==> config.mk <==
export PLATFORM = sky130hd
export DESIGN_NAME = lspbe_ser
export DESIGN_NICKNAME = d
export VERILOG_FILES = /design/src/rtl/lspbe_pkg.sv /design/src/rtl/lspbe_ser.sv
export SDC_FILE = /design/constraint.sdc
export NUM_CORES = 1
export LEC_CHECK = 0
export BUFFER_PORTS_ARGS = -buffer_cell sky130_fd_sc_hd__buf_2
export CAP_MARGIN = 20
export CORE_AREA = 2 2 66 68
export CTS_CLUSTER_DIAMETER = 50
export DETAILED_ROUTE_END_ITERATION = 8
export DIE_AREA = 0 0 68 70
export PLACE_DENSITY = 0.78
export SLEW_MARGIN = 5
export SYNTH_ARGS = -nofsm -noshare
export SYNTH_HDL_FRONTEND = slang
export SYNTH_SLANG_ARGS = --single-unit
==> constraint.sdc <==
create_clock -name i_clk -period 2.8 [get_ports i_clk]
set_input_delay 0.56 -clock i_clk [delete_from_list [all_inputs] [get_ports i_clk]]
set_output_delay 0.56 -clock i_clk [all_outputs]
set_load 0.01 [all_outputs]
==> src/rtl/lspbe_pkg.sv <==
// Package for the LED strip pixel bit encoder.
// Holds the payload, configuration and internal control structs and the code constants.
// No dependencies.
`timescale 1ns / 1ps

package lspbe_pkg;

    // Bits sent for one pixel, and the width of a count that can hold that number.
    localparam int BITS_PER_PIXEL = 24;
    localparam int LEFT_W         = 5;

    // Item function codes.
    localparam logic [2:0] FUNC_SET   = 3'd0;
    localparam logic [2:0] FUNC_BLANK = 3'd1;
    localparam logic [2:0] FUNC_CLEAR = 3'd2;
    localparam logic [2:0] FUNC_SEND  = 3'd3;
    localparam logic [2:0] FUNC_END   = 3'd4;

    // Register indexes on the configuration port (byte address is four times the index).
    localparam logic [2:0] REG_BRIGHTNESS  = 3'd0;
    localparam logic [2:0] REG_ENABLED     = 3'd1;
    localparam logic [2:0] REG_PIXEL_COUNT = 3'd2;
    localparam logic [2:0] REG_ONE_CODE    = 3'd3;
    localparam logic [2:0] REG_ZERO_CODE   = 3'd4;

    // Input item.
    typedef struct packed {
        logic [2:0] func;
        logic [7:0] pixel_index;
        logic [7:0] red;
        logic [7:0] green;
        logic [7:0] blue;
    } t_in_item;

    // Result item.
    typedef struct packed {
        logic [15:0] pwm_code;
        logic        last;
    } t_out_item;

    // Configuration register values.
    typedef struct packed {
        logic [7:0]  brightness;
        logic        enabled;
        logic [8:0]  pixel_count;
        logic [15:0] one_code;
        logic [15:0] zero_code;
    } t_cfg;

    // Request to the pixel store.
    typedef struct packed {
        logic        wr_en;
        logic        rd_en;
        logic [7:0]  index;
        logic [23:0] color;
    } t_store_op;

    // Load request to the serialiser.
    typedef struct packed {
        logic        load;
        logic        frame_end;
        logic [23:0] word;
    } t_ser_load;

    // Controller states.
    typedef enum logic [1:0] {
        S_IDLE,
        S_READ,
        S_LOAD,
        S_CLEAR
    } t_state;

endpackage

==> src/rtl/lspbe_ser.sv <==
// Bit serialiser: turns a 24-bit GRB word into compare codes, MSB first, or sends one frame-end code.
// Drives the result channel from its own registers. Depends on lspbe_pkg.
`timescale 1ns / 1ps

module lspbe_ser (
    input  logic                  i_clk,
    input  logic                  i_rst_n,
    input  lspbe_pkg::t_ser_load  i_load,
    input  lspbe_pkg::t_cfg       i_cfg,
    input  logic                  i_out_stall,
    output logic                  o_out_valid,
    output lspbe_pkg::t_out_item  o_out_data,
    output logic                  o_ready
);

    logic [lspbe_pkg::LEFT_W-1:0] r_left;
    logic [23:0]                  r_word;
    logic                         r_frame_end;
    logic                         xfer;

    assign o_out_valid = (r_left != '0);
    assign xfer        = o_out_valid && !i_out_stall;
    assign o_ready     = (r_left == '0);

    // Codes still to send; a transfer moves on to the next bit.
    always_ff @(posedge i_clk) begin
        if (!i_rst_n) begin
            r_left <= '0;
        end else if (i_load.load) begin
            r_left <= i_load.frame_end ? lspbe_pkg::LEFT_W'(1)
                                       : lspbe_pkg::LEFT_W'(lspbe_pkg::BITS_PER_PIXEL);
        end else if (xfer) begin
            r_left <= r_left - 1'b1;
        end
    end

    // Bit word and frame-end flag.
    always_ff @(posedge i_clk) begin
        if (i_load.load) begin
            r_word      <= i_load.word;
            r_frame_end <= i_load.frame_end;
        end else if (xfer) begin
            r_word <= {r_word[22:0], 1'b0};
        end
    end

    // Code for the bit at the head of the word.
    always_comb begin
        if (r_frame_end) begin
            o_out_data.pwm_code = 16'd0;
        end else if (r_word[23]) begin
            o_out_data.pwm_code = i_cfg.one_code;
        end else begin
            o_out_data.pwm_code = i_cfg.zero_code;
        end
        o_out_data.last = (r_left == lspbe_pkg::LEFT_W'(1));
    end

endmodule

==> impl_metrics.env <==
export IMPL_grt_pass1_wl_um=4912
export IMPL_synth_area_mux_share_pct=26.46
export IMPL_cp_arrival_ps=1610
export IMPL_post_cts_buffers=0
export IMPL_core_um2=4144
export IMPL_ys_flop_type="edfxtp_1"
export IMPL_track_usage_pct=13.95
export IMPL_skew_ps=6.320
export IMPL_path_clk_slew_ps=60
export IMPL_yosys_area_top_type="edfxtp_1"
export IMPL_hold_path_cell_count=1
export IMPL_r2r_end="r_word[5]$_DFFE_PP_"
export IMPL_grt_pass1_vias=1175
export IMPL_synth_area_um2=1584
export IMPL_finalWirelength_um=3250
export IMPL_cts_max_level=2
export IMPL_wl_per_cell_um=12.70
export IMPL_cts_tree="yes"
export IMPL_worstPathMaxFanout=10
export IMPL_multiInputGateArea_um2=684.4
export IMPL_pre_cts_ws_ps=947.7
export IMPL_power_density_nw_per_um2=527.4
export IMPL_synth_compound_area_share_pct=5.450
export IMPL_grt_max_degree=23
export IMPL_fillerInstances=385
export IMPL_numCtsBuffers=5
export IMPL_start_kind="flip-flop"
export IMPL_syn_num_nets=203
export IMPL_netlist_area_leader_share_pct=47.39
export IMPL_drv_slew=0
export IMPL_cts_sinks=30
export IMPL_finalSetupTns_ps=0
export IMPL_fmaxAchievable_mhz=461.2
export IMPL_synth_simple_gate_area_share_pct=9.479
export IMPL_synth_distinct_cells=27
export IMPL_synth_area_leaders="edfxtp_1, mux2_2, mux2i_1, dfxtp_1, nor2_1"
export IMPL_die_w_um=68
export IMPL_grt_overflow_total=0
export IMPL_place_congestion=0.6583
export IMPL_fin_util_pct=51.09
export IMPL_vias=1259
export IMPL_required_ps=2240
export IMPL_instances_no_fill=256
export IMPL_via_per_inst=4.918
export IMPL_drv_cap=0
export IMPL_endpoint_kind="output pin"
export IMPL_design_area_um2=2117
export IMPL_first_pass_iters=4
export IMPL_place_area_um2=2037
export IMPL_dieHeight_um=70
export IMPL_power_mw=1.117
export IMPL_rsz0062_at_grt="false"
export IMPL_r2r_slack_ps=1020
export IMPL_final_nets=284
export IMPL_clock_path_buffers=2
export IMPL_hpwlAfterDp_um=2470
export IMPL_fp_row_count=24
export IMPL_ys_async_sr_fraction_pct=0
export IMPL_synth_cells=122
export IMPL_dpl_cell_count=248
export IMPL_numPortBuffers=79
export IMPL_syn2layout_area_growth_pct=33.65
export IMPL_postRouteAntennaNets=0
export IMPL_slew_limit_headroom_pct=62.91
export IMPL_criticalPathCategory="flip-flop to output pin"
export IMPL_synthAdderAreaFrac_pct=1.580
export IMPL_leakagePower_nw=0.9825
export IMPL_hold_slack_ps=484.6
export IMPL_hold_class="input pin to flip-flop"
export IMPL_ys_ff_latch=30
export IMPL_status="finished, final reports clean"
export IMPL_synth_top_family_by_area="multiplexers"
export IMPL_clockRootBuffer="clkbuf_8"
export IMPL_r2r_cells=5
export IMPL_synth_edff_count=25
export IMPL_synth_avg_cell_area_um2=12.98
export IMPL_ios=98
export IMPL_finalHoldViolCount=0
export IMPL_clock_latency_ps=280
export IMPL_drc=0
export IMPL_drt_iter0_drc=26
export IMPL_vdd_drop_max_mv=0.3366
export IMPL_layout_min_cycle_time_ps=2168
export IMPL_period_share_pct=77.44
export IMPL_setup_viol=0
export IMPL_regArea_um2=850.8
export IMPL_antenna_found_initial=0
export IMPL_setup_slack_ps=631.8
export IMPL_r2r_start="r_left[0]$_SDFFE_PN0P_"
export IMPL_n_antenna_cell=0
export IMPL_cts_resized=0
export IMPL_startpoint="r_left[0]$_SDFFE_PN0P_"
export IMPL_yosysWarningCount=0
export IMPL_die_area_um2=4760
export IMPL_start_util_pct=38.22
export IMPL_worst_slew_pin_slew_ps=554.0
export IMPL_seq_area_frac_synth_pct=53.71
export IMPL_final_layout_size_suffix_gt1_share_pct=55.39
export IMPL_endpoint="o_ready"
export IMPL_ctsHoldBuffers=0
export IMPL_synthXorXnorAreaFrac_pct=0
## kinds of logic after synthesis
group           after synthesis
mux                          39
flops                        30
compound gates               11
fa+ha+maj                     2
buf+inv                      13
simple gates                 27
## cell usage in the layout, fill, tap and decap left out
cell type	instances
buf_2	79
edfxtp_1	25
mux2_2	23
mux2i_1	16
nor2_1	16
inv_1	5
clkbuf_8	5
dfxtp_1	5
o311a_1	3
clkinv_1	3
buf_4	3
o21ai_0	2
nor2b_1	2
nor3_1	2
o21a_1	2
ha_1	2
nor4b_4	1
o21bai_2	1
nor4b_1	1
or4_1	1
a21boi_1	1
nand2b_1	1
or4_4	1
nand2_1	1
o41ai_1	1
a21boi_0	1
and2_1	1
## cell type report
type,count,share of cell area [%]
multi-input cells,79,32.33
repair buffers,82,19.74
clock buffers,5,3.251
well taps,52,3.073
inverters,5,0.8865
clock inverters,3,0.5319
flip-flops and latches,30,40.19
## Yosys cell counts, types with 2 or more instances
library cell / count
buf_1: 4
buf_2: 2
dfxtp_1: 5
edfxtp_1: 25
ha_1: 2
inv_1: 5
mux2_2: 23
mux2i_1: 16
nor2_1: 16
nor2b_1: 2
nor3_1: 2
o21a_1: 2
o21ai_0: 2
o311a_1: 3
## power by group
part	switching, mW	leakage [nW]	internal [mW]
sequential	0.0215	0.293	0.545
combinational	0.107	0.649	0.125
clock	0.152	0.0407	0.165
total	0.281	0.983	0.836
## metal layers
layer / routed length (um) / global-route usage, % / vias to the layer above
li1: - / - / 612
met1: 1194 / 13.50 / 570
met2: 1571 / 25.24 / 72
met3: 430 / 4.831 / 5
met4: 53 / 6.667 / 0
met5: 0 / 0 / -
## critical path, stage by stage (launching register included)
cell	delay, ps
dfxtp_1	340
inv_1	70
ha_1	180
nor4b_4	490
buf_2	230
## sequential cells by signal, summed over array words and instances, names as in the netlist
name	cells
r_word	24
r_frame_end	1
r_left	5
## how the worst min path moves through the flow
stage	startpoint	to	slack (ps)
final	i_load[24]	r_frame_end$_DFFE_PP_	480
after global routing	i_load[24]	r_frame_end$_DFFE_PP_	480
after CTS	i_load[24]	r_frame_end$_DFFE_PP_	470
after detailed placement	r_word[15]$_DFFE_PP_	r_word[16]$_DFFE_PP_	530
after global placement	r_word[17]$_DFFE_PP_	r_word[18]$_DFFE_PP_	530
after floorplan	r_word[15]$_DFFE_PP_	r_word[16]$_DFFE_PP_	520
No activity file was read; power rests on OpenSTA's default activity.
