<file path="src/rtl/lspbe_pkg.sv">
// Package for the LED strip pixel bit encoder.
// Holds the payload, configuration and internal control structs and the code constants.
// No dependencies.
`timescale 1ns / 1ps

package lspbe_pkg;

    // Bits sent for one pixel, and the width of a count that can hold that number.
    localparam int BITS_PER_PIXEL = 24;
    localparam int LEFT_W         = 5;

    // Item function codes.
    localparam logic [2:0] FUNC_SET   = 3'd0;
    localparam logic [2:0] FUNC_BLANK = 3'd1;
    localparam logic [2:0] FUNC_CLEAR = 3'd2;
    localparam logic [2:0] FUNC_SEND  = 3'd3;
    localparam logic [2:0] FUNC_END   = 3'd4;

    // Register indexes on the configuration port (byte address is four times the index).
    localparam logic [2:0] REG_BRIGHTNESS  = 3'd0;
    localparam logic [2:0] REG_ENABLED     = 3'd1;
    localparam logic [2:0] REG_PIXEL_COUNT = 3'd2;
    localparam logic [2:0] REG_ONE_CODE    = 3'd3;
    localparam logic [2:0] REG_ZERO_CODE   = 3'd4;

    // Input item.
    typedef struct packed {
        logic [2:0] func;
        logic [7:0] pixel_index;
        logic [7:0] red;
        logic [7:0] green;
        logic [7:0] blue;
    } t_in_item;

    // Result item.
    typedef struct packed {
        logic [15:0] pwm_code;
        logic        last;
    } t_out_item;

    // Configuration register values.
    typedef struct packed {
        logic [7:0]  brightness;
        logic        enabled;
        logic [8:0]  pixel_count;
        logic [15:0] one_code;
        logic [15:0] zero_code;
    } t_cfg;

    // Request to the pixel store.
    typedef struct packed {
        logic        wr_en;
        logic        rd_en;
        logic [7:0]  index;
        logic [23:0] color;
    } t_store_op;

    // Load request to the serialiser.
    typedef struct packed {
        logic        load;
        logic        frame_end;
        logic [23:0] word;
    } t_ser_load;

    // Controller states.
    typedef enum logic [1:0] {
        S_IDLE,
        S_READ,
        S_LOAD,
        S_CLEAR
    } t_state;

endpackage

</file>
<file path="src/rtl/lspbe_cfg.sv">
// Configuration register bank of the LED strip pixel bit encoder, on an APB-style port.
// Depends on lspbe_pkg.
`timescale 1ns / 1ps

module lspbe_cfg (
    input  logic                 i_clk,
    input  logic                 i_rst_n,
    input  logic                 psel,
    input  logic                 penable,
    input  logic                 pwrite,
    input  logic [4:0]           paddr,
    input  logic [31:0]          pwdata,
    output logic [31:0]          prdata,
    output logic                 pready,
    output lspbe_pkg::t_cfg      o_cfg
);

    lspbe_pkg::t_cfg r_cfg;
    logic [2:0]      reg_idx;
    logic            wr_xfer;

    assign reg_idx = paddr[4:2];
    assign wr_xfer = psel && penable && pwrite;
    assign pready  = 1'b1;
    assign o_cfg   = r_cfg;

    // Register writes; an address beyond the register list is ignored.
    always_ff @(posedge i_clk) begin
        if (!i_rst_n) begin
            r_cfg.brightness  <= 8'd255;
            r_cfg.enabled     <= 1'b1;
            r_cfg.pixel_count <= 9'd256;
            r_cfg.one_code    <= 16'd0;
            r_cfg.zero_code   <= 16'd0;
        end else if (wr_xfer) begin
            case (reg_idx)
                lspbe_pkg::REG_BRIGHTNESS:  r_cfg.brightness  <= pwdata[7:0];
                lspbe_pkg::REG_ENABLED:     r_cfg.enabled     <= pwdata[0];
                lspbe_pkg::REG_PIXEL_COUNT: r_cfg.pixel_count <= pwdata[8:0];
                lspbe_pkg::REG_ONE_CODE:    r_cfg.one_code    <= pwdata[15:0];
                lspbe_pkg::REG_ZERO_CODE:   r_cfg.zero_code   <= pwdata[15:0];
                default: ;
            endcase
        end
    end

    // Read-back of the addressed register.
    always_comb begin
        case (reg_idx)
            lspbe_pkg::REG_BRIGHTNESS:  prdata = {24'd0, r_cfg.brightness};
            lspbe_pkg::REG_ENABLED:     prdata = {31'd0, r_cfg.enabled};
            lspbe_pkg::REG_PIXEL_COUNT: prdata = {23'd0, r_cfg.pixel_count};
            lspbe_pkg::REG_ONE_CODE:    prdata = {16'd0, r_cfg.one_code};
            lspbe_pkg::REG_ZERO_CODE:   prdata = {16'd0, r_cfg.zero_code};
            default:                    prdata = 32'd0;
        endcase
    end

endmodule

</file>
<file path="config.mk">
export PLATFORM = sky130hd
export DESIGN_NAME = lspbe_cfg
export DESIGN_NICKNAME = d
export VERILOG_FILES = /design/src/rtl/lspbe_pkg.sv /design/src/rtl/lspbe_cfg.sv
export SDC_FILE = /design/constraint.sdc
export NUM_CORES = 1
export LEC_CHECK = 0
export ABC_AREA = 1
export BUFFER_PORTS_ARGS = -buffer_cell sky130_fd_sc_hd__buf_2
export CORE_AREA = 2 2 79 81
export DETAILED_ROUTE_END_ITERATION = 7
export DIE_AREA = 0 0 81 83
export PLACE_DENSITY = 0.82
export SKIP_CTS_REPAIR_TIMING = 1
export SYNTH_ARGS = -nofsm -noshare
export SYNTH_HDL_FRONTEND = slang
export SYNTH_SLANG_ARGS = --single-unit
</file>
<file path="constraint.sdc">
create_clock -name i_clk -period 1.6 [get_ports i_clk]
set_input_delay 0.32 -clock i_clk [delete_from_list [all_inputs] [get_ports i_clk]]
set_output_delay 0.32 -clock i_clk [all_outputs]
set_load 0.03 [all_outputs]
</file>
==> impl_summary.log <==
INFO  metric route.detailed.wl_per_inst = 11.3 um
INFO  metric worst-setup-path-type = input pin to output port
INFO  metric synth.largest_area_cell = sky130_fd_sc_hd__dfxtp_1
INFO  metric post-synth-top-area-fraction = 0.391
INFO  metric die_h = 83 um
INFO  metric timing.final.crit_period = between 1500 and 2000 ps
INFO  metric synth_simple_gate_area_frac = 0.462
INFO  metric synth.area.top_cells = sky130_fd_sc_hd__dfxtp_1, sky130_fd_sc_hd__nand2_1, sky130_fd_sc_hd__nor2_1, sky130_fd_sc_hd__nand3_1, sky130_fd_sc_hd__buf_4
INFO  metric cts_tree = built
INFO  metric timing.final.hold_violations = 0
INFO  metric gr-total-overflow = 0
INFO  metric numCtsBuffers = 5
INFO  metric setup.worst_path.start_class = input pin
INFO  metric finalSetupViolations = 0
INFO  metric grtUsageTotal = 0.190
INFO  metric synthesis.area = 0.00256 sq mm
INFO  metric vdd.ir_drop.worst = approximately 370 uV
INFO  metric post_synth.cell_area_avg = ~6.2 sq um
INFO  metric timing.setup.tns = 0 ps
INFO  metric layoutNonFillerInstCount = between 500 and 600
INFO  metric detail_route.wirelength = roughly 6.7 mm
INFO  metric synth_mux_area_frac = 0
INFO  metric grt_first_pass_wirelength = about 10 mm
INFO  metric dpl.hpwl = roughly 4.8 mm
INFO  metric core-area = between 0.005 and 0.006 sq mm
INFO  metric critPathArrivalTime = 1240 ps
INFO  metric drc_errors = 0
INFO  metric min_period_over_period = 0.973
INFO  metric holdCritPathClass = input pin to flip-flop
INFO  metric h-tree-depth = 2
INFO  metric synthesis.yosys.warnings = 0
INFO  metric ys_types = 17
INFO  metric power.density_cell_area = around 750 mW/mm^2
INFO  metric final.setup_skew = 0 ps
INFO  metric drt_pre_antenna_iters = 4
INFO  metric detailroute.via_count = 2,755
INFO  metric synth_seq_cells = 50
INFO  metric floorplan.die_area = roughly 0.0067 sq mm
INFO  metric synth_compound_area_frac = 0.00391
INFO  metric synthesis.instances = approximately 410
INFO  metric port_buffers = between 80 and 90
INFO  metric worstSetupEndpointType = output port
INFO  metric critPathRequiredTime = 1280 ps
INFO  metric synth_top_family_by_area = simple AND/OR/NAND/NOR gates
INFO  metric post_drt_via_cell_ratio = around 4.6
INFO  metric fp_rows = 28
INFO  metric io-pin-count = 125
INFO  metric chipWidth = between 80 and 90 um
INFO  metric post_synth_fa_ha_maj_area_fraction = 0
INFO  metric clk_pin_slew = ~90 ps
INFO  metric num-nets-final = between 500 and 600
INFO  metric drv.max_cap_violation_count = 0
INFO  metric final_max_tran_viols = 0
INFO  metric first_global_vias = 2,373
INFO  metric fillers = ~570
INFO  metric clk-insertion-delay-late = roughly 300 ps
INFO  metric placed_cell_area = around 0.0031 sq mm
INFO  metric synth-xor-area-share = 0
INFO  metric crit_fanout = 7
INFO  metric status = finished, final reports clean
INFO  metric cts-root-to-sink-buffers = 2
INFO  metric timing.fmax = about 0.64 GHz
INFO  metric dp.cells = between 500 and 600
INFO  metric grt_max_degree = 35
INFO  metric number_of_flip_flops_in_the_largest_register = 50
INFO  metric number_of_nets_with_antenna_violations_after_detailed_routing = 0
INFO  metric leakage = about 0.0019 uW
INFO  metric num_antenna_cells = 0
INFO  metric synth_seq_area_share = 0.391
INFO  metric syn2layout_area_growth = 35.3%
INFO  metric clock_tree.root_cell = sky130_fd_sc_hd__clkbuf_8
INFO  metric num_clock_sinks = 50
INFO  metric final_cell_area = about 0.0035 sq mm
INFO  metric antenna_found_initial = 0
INFO  metric drive_gt1_frac = 0.279
INFO  metric dr_iter_0_viols = 95
INFO  metric finalWeightedCongestion = 0.869
INFO  metric initial_utilization = 0.440
-- metrics by stage --
stage | total power (uW) | hold WS (ps) | util | worst slack, ps
3_3_place_gp | 1670 | 460 | 0.541 | -45.4
5_1_grt | 2720 | 249 | 0.595 | -41.4
2_1_floorplan | 1580 | 446 | - | 47.4
4_1_cts | 2560 | 243 | 0.560 | -73.3
6_report | 2600 | 245 | 0.595 | 43.9
3_5_place_dp | 1680 | 469 | 0.541 | -72.9
-- cell families (layout without fill, tap and decap cells) --
kind of cell	after synthesis	in the layout
other cells	2	17
compound gates	2	2
flops	50	50
buf+inv	71	163
simple gates	288	288
-- per-layer routing --
metal | global-route usage | routed length, um | up-vias
li1 | - | - | 1423
met1 | 0.234 | 2850 | 1232
met2 | 0.324 | 3310 | 89
met3 | 0.0391 | 438 | 11
met4 | 0.0663 | 98 | 0
met5 | 0 | 0 | -
-- power breakdown --
group / total (uW) / leakage [uW] / switching (uW) / internal, uW
Clock: 901 / 0.0000573 / 400 / 500
Combinational: 428 / 0.00142 / 278 / 150
Sequential: 1270 / 0.000404 / 11.8 / 1260
-- synthesized netlist by cell type --
| cell type | number |
|---|---|
| sky130_fd_sc_hd__nand3_1 | 39 |
| sky130_fd_sc_hd__nand2_1 | 155 |
| sky130_fd_sc_hd__nand2_2 | 1 |
| sky130_fd_sc_hd__buf_2 | 7 |
| sky130_fd_sc_hd__inv_1 | 31 |
| sky130_fd_sc_hd__o21ai_0 | 2 |
| sky130_fd_sc_hd__nand3_2 | 2 |
| sky130_fd_sc_hd__buf_1 | 5 |
| sky130_fd_sc_hd__conb_1 | 2 |
| sky130_fd_sc_hd__dfxtp_1 | 50 |
| sky130_fd_sc_hd__inv_2 | 5 |
| sky130_fd_sc_hd__nor2_2 | 4 |
| sky130_fd_sc_hd__nor2_1 | 82 |
| sky130_fd_sc_hd__nor2_4 | 3 |
| sky130_fd_sc_hd__nand4_1 | 2 |
| sky130_fd_sc_hd__buf_4 | 22 |
| sky130_fd_sc_hd__clkbuf_1 | 1 |
-- critical path, stage by stage --
cell	delay (ps)
sky130_fd_sc_hd__buf_6	120
sky130_fd_sc_hd__inv_2	70
sky130_fd_sc_hd__nand2_2	70
sky130_fd_sc_hd__nor2_4	180
sky130_fd_sc_hd__buf_12	140
sky130_fd_sc_hd__nand2_1	40
sky130_fd_sc_hd__nand2_1	50
sky130_fd_sc_hd__inv_1	50
sky130_fd_sc_hd__nand2_1	60
sky130_fd_sc_hd__buf_4	150
-- area by class of cell --
cell class	instances	area, sq um	share of cell area
tap	75	93.8	0.0271
inverter	36	145	0.0419
sequential	50	1000	0.289
multi-input combinational	307	1270	0.367
clock inverter	1	30.0	0.00867
clock buffer	6	82.6	0.0239
timing repair buffer	120	838	0.242
-- path summary, 6_finish.rpt --
kind                            depth (start not counted)                   start  slack (ps)                endpoint
worst min-delay path                                    3               pwdata[5]         250  o_cfg[47]$_SDFFE_PN1P_
worst max-delay path                                   10                paddr[2]          40               prdata[7]
worst max register to register                          2  o_cfg[41]$_SDFFE_PN1P_         980  o_cfg[41]$_SDFFE_PN1P_
worst min register to register                          2  o_cfg[45]$_SDFFE_PN1P_         490  o_cfg[45]$_SDFFE_PN1P_
-- cells in the final DEF, fill, tap and decap left out, drive strengths merged --
cell type / Yosys / final
nor2: 89 / 89
nand2: 156 / 156
nand4: 2 / 2
clkbuf: 1 / 8
conb: 2 / 17
dfxtp: 50 / 50
o21ai: 2 / 2
buf: 34 / 118
nand3: 41 / 41
inv: 36 / 36
bufinv: 0 / 1
(Power assumes the default switching activity.)
